## src/sv/voxel_face_cull_mesher_assert.svh

```systemverilog
// Assertion macros for the voxel face culling mesher.
`ifndef VOXEL_FACE_CULL_MESHER_ASSERT_SVH
`define VOXEL_FACE_CULL_MESHER_ASSERT_SVH
`ifndef SYNTHESIS
`define VFC_ASSERT_IMP(lbl, clk, rst_n, ante, cons) \
  lbl: assert property (@(posedge clk) disable iff (!rst_n) (ante) |-> (cons)) \
    else $error("vfc: same-cycle check failed");
`define VFC_ASSERT_NXT(lbl, clk, rst_n, ante, cons) \
  lbl: assert property (@(posedge clk) disable iff (!rst_n) (ante) |=> (cons)) \
    else $error("vfc: next-cycle check failed");
`else
`define VFC_ASSERT_IMP(lbl, clk, rst_n, ante, cons)
`define VFC_ASSERT_NXT(lbl, clk, rst_n, ante, cons)
`endif
`endif

```

## src/sv/vfc_pkg.sv

```systemverilog
`default_nettype none
package vfc_pkg;

  localparam int SIZE_X_DEF = 16;
  localparam int SIZE_Y_DEF = 64;
  localparam int SIZE_Z_DEF = 16;

  localparam int COORD_W = 10;
  localparam int VOXEL_W = 8;
  localparam int VCNT_W  = 19;
  localparam logic [VCNT_W-1:0] VCNT_CAP = 19'd524284;
  localparam logic [VCNT_W-1:0] VCNT_STEP = 19'd4;

  localparam logic [1:0] CMD_WRITE = 2'd0;
  localparam logic [1:0] CMD_BEGIN = 2'd1;
  localparam logic [1:0] CMD_MESH  = 2'd2;

  localparam logic [2:0] FACE_TOP    = 3'd0;
  localparam logic [2:0] FACE_BOTTOM = 3'd1;
  localparam logic [2:0] FACE_PX     = 3'd2;
  localparam logic [2:0] FACE_NX     = 3'd3;
  localparam logic [2:0] FACE_PZ     = 3'd4;
  localparam logic [2:0] FACE_NZ     = 3'd5;

  localparam logic [1:0] ROW_LOWER = 2'd0;
  localparam logic [1:0] ROW_UPPER = 2'd1;
  localparam logic [1:0] ROW_OTHER = 2'd2;

  localparam int CFG_IDX_W = 1;
  localparam logic [CFG_IDX_W-1:0] CFG_GRASS = 1'b0;
  localparam logic [CFG_IDX_W-1:0] CFG_STONE = 1'b1;

  typedef enum logic [1:0] {
    LOC_NONE  = 2'd0,
    LOC_VOL   = 2'd1,
    LOC_SHELL = 2'd2
  } loc_kind_t;

  typedef struct packed {
    logic                 wr_en;
    loc_kind_t            kind;
    logic [VOXEL_W-1:0]   data;
  } vfc_req_t;

endpackage
`default_nettype wire

```

## src/sv/vfc_locate.sv

```systemverilog
`default_nettype none
module vfc_locate import vfc_pkg::*; #(
  parameter int SIZE_X = SIZE_X_DEF,
  parameter int SIZE_Y = SIZE_Y_DEF,
  parameter int SIZE_Z = SIZE_Z_DEF,
  localparam int VOL_CELLS = SIZE_X * SIZE_Y * SIZE_Z,
  localparam int PLANE_XZ = SIZE_X * SIZE_Z,
  localparam int PLANE_YZ = SIZE_Y * SIZE_Z,
  localparam int PLANE_YX = SIZE_Y * SIZE_X,
  localparam int SHELL_CELLS = 2 * (PLANE_XZ + PLANE_YZ + PLANE_YX),
  localparam int VA_W = $clog2(VOL_CELLS),
  localparam int SA_W = $clog2(SHELL_CELLS)
) (
  input  logic signed [COORD_W-1:0] x,
  input  logic signed [COORD_W-1:0] y,
  input  logic signed [COORD_W-1:0] z,
  output loc_kind_t                 kind,
  output logic [VA_W-1:0]           vol_addr,
  output logic [SA_W-1:0]           shell_addr
);

  localparam logic signed [COORD_W-1:0] ZERO_S = '0;
  localparam logic signed [COORD_W-1:0] M1_S = '1;
  localparam logic signed [COORD_W-1:0] SX_S = COORD_W'(SIZE_X);
  localparam logic signed [COORD_W-1:0] SY_S = COORD_W'(SIZE_Y);
  localparam logic signed [COORD_W-1:0] SZ_S = COORD_W'(SIZE_Z);

  logic ix, iy, iz;
  logic xe, ye, ze;
  logic [31:0] xu, yu, zu;
  logic [31:0] vol_sum, shell_sum;

  assign ix = (x >= ZERO_S) && (x < SX_S);
  assign iy = (y >= ZERO_S) && (y < SY_S);
  assign iz = (z >= ZERO_S) && (z < SZ_S);
  assign xe = (x == SX_S) || (x == M1_S);
  assign ye = (y == SY_S) || (y == M1_S);
  assign ze = (z == SZ_S) || (z == M1_S);
  assign xu = 32'($unsigned(x));
  assign yu = 32'($unsigned(y));
  assign zu = 32'($unsigned(z));

  assign vol_sum = xu + zu * 32'(SIZE_X) + yu * 32'(PLANE_XZ);

  always_comb begin
    kind = LOC_NONE;
    shell_sum = '0;
    if (ix && iy && iz) begin
      kind = LOC_VOL;
    end else if (ix && iz && ye) begin
      kind = LOC_SHELL;
      shell_sum = ((y == SY_S) ? 32'd0 : 32'(PLANE_XZ)) + xu + zu * 32'(SIZE_X);
    end else if (iy && iz && xe) begin
      kind = LOC_SHELL;
      shell_sum = 32'(2 * PLANE_XZ) + ((x == SX_S) ? 32'd0 : 32'(PLANE_YZ))
                  + yu * 32'(SIZE_Z) + zu;
    end else if (iy && ix && ze) begin
      kind = LOC_SHELL;
      shell_sum = 32'(2 * PLANE_XZ + 2 * PLANE_YZ)
                  + ((z == SZ_S) ? 32'd0 : 32'(PLANE_YX)) + yu * 32'(SIZE_X) + xu;
    end
  end

  assign vol_addr = vol_sum[VA_W-1:0];
  assign shell_addr = shell_sum[SA_W-1:0];

endmodule
`default_nettype wire

```

## config.mk

```make
export PLATFORM = sky130hd
export DESIGN_NAME = vfc_locate
export DESIGN_NICKNAME = d
export VERILOG_FILES = /design/src/sv/voxel_face_cull_mesher_assert.svh /design/src/sv/vfc_pkg.sv /design/src/sv/vfc_locate.sv
export SDC_FILE = /design/constraint.sdc
export NUM_CORES = 1
export LEC_CHECK = 0
export ABC_AREA = 1
export BUFFER_PORTS_ARGS = -buffer_cell sky130_fd_sc_hd__buf_4
export CAP_MARGIN = 20
export CORE_MARGIN = 2
export CORE_UTILIZATION = 50
export DETAILED_ROUTE_END_ITERATION = 7
export GPL_ROUTABILITY_DRIVEN = 0
export PLACE_DENSITY = 0.9
export SLEW_MARGIN = 20
export SYNTH_ARGS = -nofsm -noshare
export SYNTH_HDL_FRONTEND = slang
export SYNTH_SLANG_ARGS = --single-unit
```

## constraint.sdc

```tcl
create_clock -name vclk -period 4.6
set_input_delay 0.92 -clock vclk [all_inputs]
set_output_delay 0.92 -clock vclk [all_outputs]
set_load 0.01 [all_outputs]
```

==> reports/qor.txt, run 1 <==
DR WL/cell = 13.7 um
Post-Syn Instances = 314
Register area = 0 um^2
Post-CTS Hold Fix Bufs = 0
Antenna diode count = 0
Synth unique cells = 32
IO Port Bufs = 59
Slew headroom = 50.2%
Largest net degree at the start of global routing = 21
First-pass GRT wire length = 9.05 mm
Resized cells post-CTS = 0
Initial core utilization = 53.3%
I/O pin cnt = 59
Worst-path fanout max = 5
# fillers = 350
Final std cells w/o fill = 414
Fin area = 0.00245 mm^2
RSZ-0062 raised after global routing = no
Synth warnings = 0
Placed cell area = 0.00245 mm^2
Drt pass-1 iters = 4
Peak supply drop = 0.000104 V
Final setup violation count = 0
Critical path capture point type = primary output
Maxcap violations = 0
Outcome = complete, no violations
# rows = 22
Area Growth Syn to Fin = 22.6%
Min Tclk post-route = 4.07 ns
Via Count = 2314
Fmax = 246 MHz
Final HPWL DP = 4.88 mm
Setup Buffers After CTS = 0
Mapped cell area = 0.00199 mm^2
FF+latch count = 0
Drt total wl = 5.68 mm
Share of post-route cells with drive strength above 1 = 21.6%
Average cell area after synthesis = 6.35 um^2
GRT overflow = 0
Setup CP Type = in -> out
Arrival time worst endpoint = 3.15 ns
Hold Vio Cnt, Final = 0
DRC viols = 0
Hold slack = 2.04 ns
Most common cell after layout, fill and taps aside = nand2_1
Post-DRT Antenna Nets = 0
Post-route setup TNS = 0 ns
Core Area = 0.00374 mm^2
Initial antenna violation count = 0
Overall Power = 0.301 mW
Die height = 67.2 um
Vias in the first global route = 2040
Crit start category = primary input
Most frequent cells in the layout = nand2_1 (62), buf_4 (59), nor2_1 (45)
Worst-Margin Slew = 0.745 ns
Vias/cell = 5.59
Die W = 67.2 um
Total GRT Usage = 25.3%
Cell Pwr Density = 123 mW/mm^2
CP required = 3.68 ns
Seq/Total Area, Yosys = 0%
Hold Crit Class = in -> out
Die ar. = 0.00451 mm^2
Final Core Density = 65.3%
Post-layout nets = 446
Worst setup margin = 0.531 ns
Pre-CTS WS = 0.569 ns
Synthesized net count = 392
Leakage = 1.39 nW
Placed cell count = 414
CLK BUF = 0
Max Transition Viols Final = 0
Initial detailed-routing violation count = 155
Final Cycle Share = 88.5%
-- critical path: stages --
cell and delay, ns:
buf_4 0.12, nor3_1 0.23, nand4_2 0.17, fa_1 0.47, ha_1 0.36, a21oi_1 0.20
o21ai_0 0.14, xnor2_1 0.16, nand3_1 0.09, nand3_1 0.09, nor2_1 0.05, buf_4 0.14
-- cell usage after synthesis, drive strengths merged --
library cell / n / share of area, %
a21oi: 19 / 4.8
buf: 7 / 2.6
nor3b: 1 / 0.38
nor3: 6 / 2.6
o21bai: 2 / 0.94
xnor2: 7 / 3.1
nor2: 49 / 10
o211ai: 2 / 0.75
nand3b: 5 / 1.9
fa: 6 / 6.0
a31oi: 1 / 0.31
xor2: 11 / 4.8
nand2: 66 / 13
ha: 42 / 26
inv: 41 / 7.7
nand3: 25 / 6.9
nand4: 14 / 5.0
o21ai: 9 / 2.3
clkinv: 1 / 0.25
-- path summary, 6_finish.rpt --
path	start	slack, ns	end	cells after the start
setup / recovery	y[5]	0.53	shell_addr[9]	12
hold / removal	x[0]	2.04	vol_addr[0]	2
-- area by class of cell --
type | count | area (um^2) | area share [%]
multi-input cells | 265 | 1780 | 72.9
repair buffers | 59 | 443 | 18.1
inverters | 42 | 159 | 6.50
well taps | 48 | 60.1 | 2.46
-- logic make-up (layout without fill, tap and decap cells) --
| kind of cell | after synthesis | after routing | synth area share, % |
|---|---|---|---|
| buffers and inverters | 49 | 101 | 10.5 |
| adders and majority gates | 48 | 48 | 32.4 |
| and+or+nand+nor | 166 | 166 | 40.2 |
| AOI/OAI and AO/OA | 33 | 33 | 9.03 |
| xor gates and xnor gates | 18 | 18 | 7.90 |
-- metal layers --
layer	track usage [%]	vias to the layer above	routed length (um)
met1	36.1	1065	2530
met4	2.30	0	27
li1	-	1158	-
met5	0	-	0
met2	44.2	85	2820
met3	0.667	6	305
-- where the power goes --
part           switching (mW)  leakage (nW)  internal (mW)
Clock                       0             0              0
Combinational           0.166          1.39          0.136
Sequential                  0             0              0
Note: power is estimated with default switching activity, not from simulation.
==> inputs of run 2 (changes only) <==
--- a/config.mk
+++ b/config.mk
@@ -5,14 +5,13 @@
 export SDC_FILE = /design/constraint.sdc
 export NUM_CORES = 1
 export LEC_CHECK = 0
-export ABC_AREA = 1
-export BUFFER_PORTS_ARGS = -buffer_cell sky130_fd_sc_hd__buf_4
 export CAP_MARGIN = 20
 export CORE_MARGIN = 2
 export CORE_UTILIZATION = 50
 export DETAILED_ROUTE_END_ITERATION = 7
+export DONT_BUFFER_PORTS = 1
 export GPL_ROUTABILITY_DRIVEN = 0
-export PLACE_DENSITY = 0.9
+export PLACE_DENSITY = 0.77
 export SLEW_MARGIN = 20
 export SYNTH_ARGS = -nofsm -noshare
 export SYNTH_HDL_FRONTEND = slang
==> constraint.sdc (replaced) <==
create_clock -name vclk -period 5
set_input_delay 1 -clock vclk [all_inputs]
set_output_delay 1 -clock vclk [all_outputs]
set_load 0.01 [all_outputs]
==> reports/qor.txt, run 2 <==
Final Cycle Share = 91.7%
Initial detailed-routing violation count = 79
CLK BUF = 0
RSZ-0062 raised after global routing = no
Synth cell count leaders = ha_1 (42), a21oi_1 (17), inv_1 (16)
Area Growth Syn to Fin = 0.282%
Worst Setup SP = y[0]
Initial antenna violation count = 0
Core Area = 0.00336 mm^2
Placed cell area = 0.00178 mm^2
DRC viols = 0
Hold Crit Class = in -> out
First-pass GRT wire length = 7.76 mm
Drt total wl = 4.77 mm
Final setup violation count = 0
Overall Power = 0.193 mW
Hold Vio Cnt, Final = 0
Fmax = 218 MHz
Via Count = 1662
Slew headroom = 67.6%
Post-route setup TNS = 0 ns
Most common cell after layout, fill and taps aside = ha_1
Total GRT Usage = 24.0%
Post-DRT Antenna Nets = 0
Initial core utilization = 52.8%
Worst path slowest cell = fa_1
Setup CP Type = in -> out
Crit path cell chain = nor4b_1 > and3_4 > inv_1 > fa_1 > ha_1 > and2_1 > a311o_1 > a21oi_1 > xor2_1 > nor2_1 > a221o_1
Setup Buffers After CTS = 0
Outcome = complete, no violations
IO Port Bufs = 0
CP required = 4.00 ns
Critical path capture point type = primary output
Crit start category = primary input
Peak supply drop = 0.0000526 V
Critical path's largest stage delay = 0.44 ns
Resized cells post-CTS = 0
Post-Syn Instances = 217
Seq/Total Area, Yosys = 0%
I/O pin cnt = 59
Arrival time worst endpoint = 3.58 ns
Leakage = 0.783 nW
Worst-Margin Slew = 0.487 ns
Final HPWL DP = 4.05 mm
Most common cell in the netlist = ha_1
Worst setup path end = shell_addr[10]
Cell Pwr Density = 108 mW/mm^2
Maxcap violations = 0
FF+latch count = 0
DR WL/cell = 18.6 um
Mapped cell area = 0.00178 mm^2
Hold Path Depth = 0
Synth unique cells = 46
Most frequent cells in the layout = ha_1 (42), a21oi_1 (17), inv_1 (16)
Max Transition Viols Final = 0
Yosys top cell area share = 29.6%
Post-layout nets = 290
Post-CTS Hold Fix Bufs = 0
Drt pass-1 iters = 4
Worst-path fanout max = 5
Synth area leaders = ha_1 (30%), xnor2_1 (6.9%), fa_1 (6.8%), a21oi_1 (4.8%), nor3_1 (3.4%)
Vias/cell = 6.49
Synth warnings = 0
Fin area = 0.00178 mm^2
Min Tclk post-route = 4.58 ns
Vias in the first global route = 1601
Largest area contributor in the netlist = ha_1
GRT overflow = 0
# rows = 21
Synthesized net count = 295
Average cell area after synthesis = 8.18 um^2
Register area = 0 um^2
Die ar. = 0.00404 mm^2
Antenna diode count = 0
Die height = 63.6 um
Die W = 63.6 um
Largest net degree at the start of global routing = 12
Share of post-route cells with drive strength above 1 = 8.10%
==> run 2: cell families after synthesis <==
group	count (synthesis)	share of synthesized area [%]
fa+ha+maj	48	36.4
mux	1	0.634
buf+inv	24	6.55
xor+xnor	19	9.37
simple gates	64	23.1
compound gates	61	24.0
==> run 2: area by class of cell <==
class,count,area [um^2]
multi-input combinational,193,1660
inverter,17,63.8
tap,46,57.6
fill,350,1580
==> run 2: power breakdown <==
group / switching (mW) / internal (mW) / total [mW]
registers: 0 / 0 / 0
clock network: 0 / 0 / 0
logic: 0.107 / 0.0857 / 0.193
==> run 2: how the worst min path moves through the flow <==
| stage | startpoint | to |
|---|---|---|
| 3_3_place_gp | x[2] | vol_addr[2] |
| 2_1_floorplan | x[0] | vol_addr[0] |
| 4_1_cts | x[2] | vol_addr[2] |
| 5_1_grt | x[1] | vol_addr[1] |
| 6_report | x[2] | vol_addr[2] |
| 3_5_place_dp | x[2] | vol_addr[2] |
==> run 2: through the flow <==
stage               hold slack [ns]  cells  util, %  worst slack, ns
floorplan                      2.09    217        -            0.571
global placement               2.00    256     52.9            0.466
detailed placement             2.00    256     52.9            0.459
CTS                            2.00    256     52.9            0.441
global route                   2.00    256     52.9            0.301
finish                         2.00    256     52.9            0.416
==> run 2: critical path, delay by kind of cell <==
kind / cells / cell delay [ns]
compound gates: 3 / 0.82
fa+ha+maj: 2 / 0.78
simple gates: 4 / 0.77
xor+xnor: 1 / 0.16
buf+inv: 1 / 0.05
==> run 2: routing by layer <==
layer / vias up / routed length, um / global-route usage, %
met5: - / 0 / 0
met1: 776 / 1950 / 31.9
li1: 803 / - / -
met3: 11 / 436 / 3.93
met2: 72 / 2240 / 40.0
met4: 0 / 138 / 6.52
==> inputs of run 3 (changes only) <==
--- a/config.mk
+++ b/config.mk
@@ -5,6 +5,7 @@
 export SDC_FILE = /design/constraint.sdc
 export NUM_CORES = 1
 export LEC_CHECK = 0
+export ABC_AREA = 1
 export CAP_MARGIN = 20
 export CORE_MARGIN = 2
 export CORE_UTILIZATION = 50
==> reports/qor.txt, run 3 (synthesized netlist as in run 1, its figures left out) <==
Core Area = 0.00374 mm^2
First-pass GRT wire length = 8.74 mm
Initial antenna violation count = 0
Slew headroom = 46.3%
Final HPWL DP = 4.72 mm
# rows = 22
Critical path capture point type = primary output
Initial detailed-routing violation count = 145
Worst path buffer plus inverter count = 0
Arrival time worst endpoint = 3.14 ns
Via Count = 2040
Worst path slowest cell = fa_1
Post-DRT Antenna Nets = 0
DR WL/cell = 15.5 um
Total GRT Usage = 24.7%
GRT overflow = 0
Vias/cell = 5.75
Setup Buffers After CTS = 0
Drt total wl = 5.51 mm
Die ar. = 0.00451 mm^2
Resized cells post-CTS = 0
Die height = 67.2 um
Worst setup margin = 0.862 ns
Worst Hold Path EP = vol_addr[0]
HP Start = x[0]
Pre-CTS WS = 0.896 ns
Largest net degree at the start of global routing = 21
Most frequent cells in the layout = nand2_1 (62), nor2_1 (45), ha_1 (42)
Vias in the first global route = 1928
Min Tclk post-route = 4.14 ns
IO Port Bufs = 0
Most common cell after layout, fill and taps aside = nand2_1
Crit path cell chain = nor3_1 > nand4_2 > fa_1 > ha_1 > a21oi_1 > o21ai_0 > xnor2_1 > nand3_1 > nand3_1 > nor2_1
Most used cell, CP = nand3_1
Register area = 0 um^2
Crit start category = primary input
I/O pin cnt = 59
RSZ-0062 raised after global routing = no
Post-route setup TNS = 0 ns
Hold Path Depth = 0
Final Cycle Share = 82.8%
Hold Crit Class = in -> out
Critical path's largest stage delay = 0.47 ns
CLK BUF = 0
Max Transition Viols Final = 0
Post-CTS Hold Fix Bufs = 0
Hold Vio Cnt, Final = 0
Final Core Density = 53.5%
Die W = 67.2 um
Initial core utilization = 53.3%
Share of post-route cells with drive strength above 1 = 6.51%
Fmax = 242 MHz
Drt pass-1 iters = 4
Post-layout nets = 387
Worst-path fanout max = 5
Area Growth Syn to Fin = 0.439%
Cell Pwr Density = 104 mW/mm^2
Leakage = 1.09 nW
Setup CP Type = in -> out
Worst-Margin Slew = 0.804 ns
Worst path top cell family by delay = adder cells
Peak supply drop = 0.0000724 V
CP required = 4.00 ns
DRC viols = 0
Outcome = complete, no violations
FF+latch count = 0
Maxcap violations = 0
Final setup violation count = 0
Antenna diode count = 0
run 3: changes by cell type in the layout (fill, tap and decap cells not counted), moves of 6 or more:
| cell | delta |
|---|---|
| inv_1 | +21 |
| nand2_1 | +54 |
| nand3_1 | +24 |
| nand4_1 | +6 |
| nor2_1 | +32 |
| nor3_1 | -9 |
| o22ai_1 | -6 |
| xnor2_1 | -7 |
| xor2_1 | +6 |
run 3: metal layers:
layer  up-vias  part of all wire (%)  track usage, %
met3         6                   9.3            4.33
met4         0                   1.3            3.06
met1       930                    42            32.6
met5         -                     0               0
li1       1028                     -               -
met2        76                    48            42.9
run 3: area by class of cell:
| class | count | area (um^2) |
|---|---|---|
| multi-input cells | 265 | 1780 |
| fillers | 409 | 1740 |
| inverters | 42 | 159 |
| well taps | 48 | 60.1 |
run 3: worst max path at each step:
stage	start	to	slack, ns	depth (start not counted)
floorplan	y[5]	shell_addr[9]	1.16	10
global placement	y[5]	shell_addr[11]	0.99	10
detailed placement	y[5]	shell_addr[9]	0.90	10
CTS	y[5]	shell_addr[9]	0.90	10
global route	y[5]	shell_addr[9]	0.70	10
finish	y[5]	shell_addr[9]	0.86	10
run 3: stage by stage:
| stage | instances | instance area, um^2 | hold WS (ns) | power, mW |
|---|---|---|---|---|
| floorplan | 314 | 1990 | 2.09 | 0.174 |
| global placement | 355 | 2000 | 2.00 | 0.202 |
| detailed placement | 355 | 2000 | 2.00 | 0.206 |
| CTS | 355 | 2000 | 2.00 | 0.208 |
| global route | 355 | 2000 | 2.00 | 0.235 |
| finish | 355 | 2000 | 2.00 | 0.208 |
run 3: power by group:
| group | total [mW] | leakage, nW | internal (mW) | switching (mW) |
|---|---|---|---|---|
| sequential | 0 | 0 | 0 | 0 |
| combinational | 0.208 | 1.09 | 0.0820 | 0.126 |
| clock | 0 | 0 | 0 | 0 |
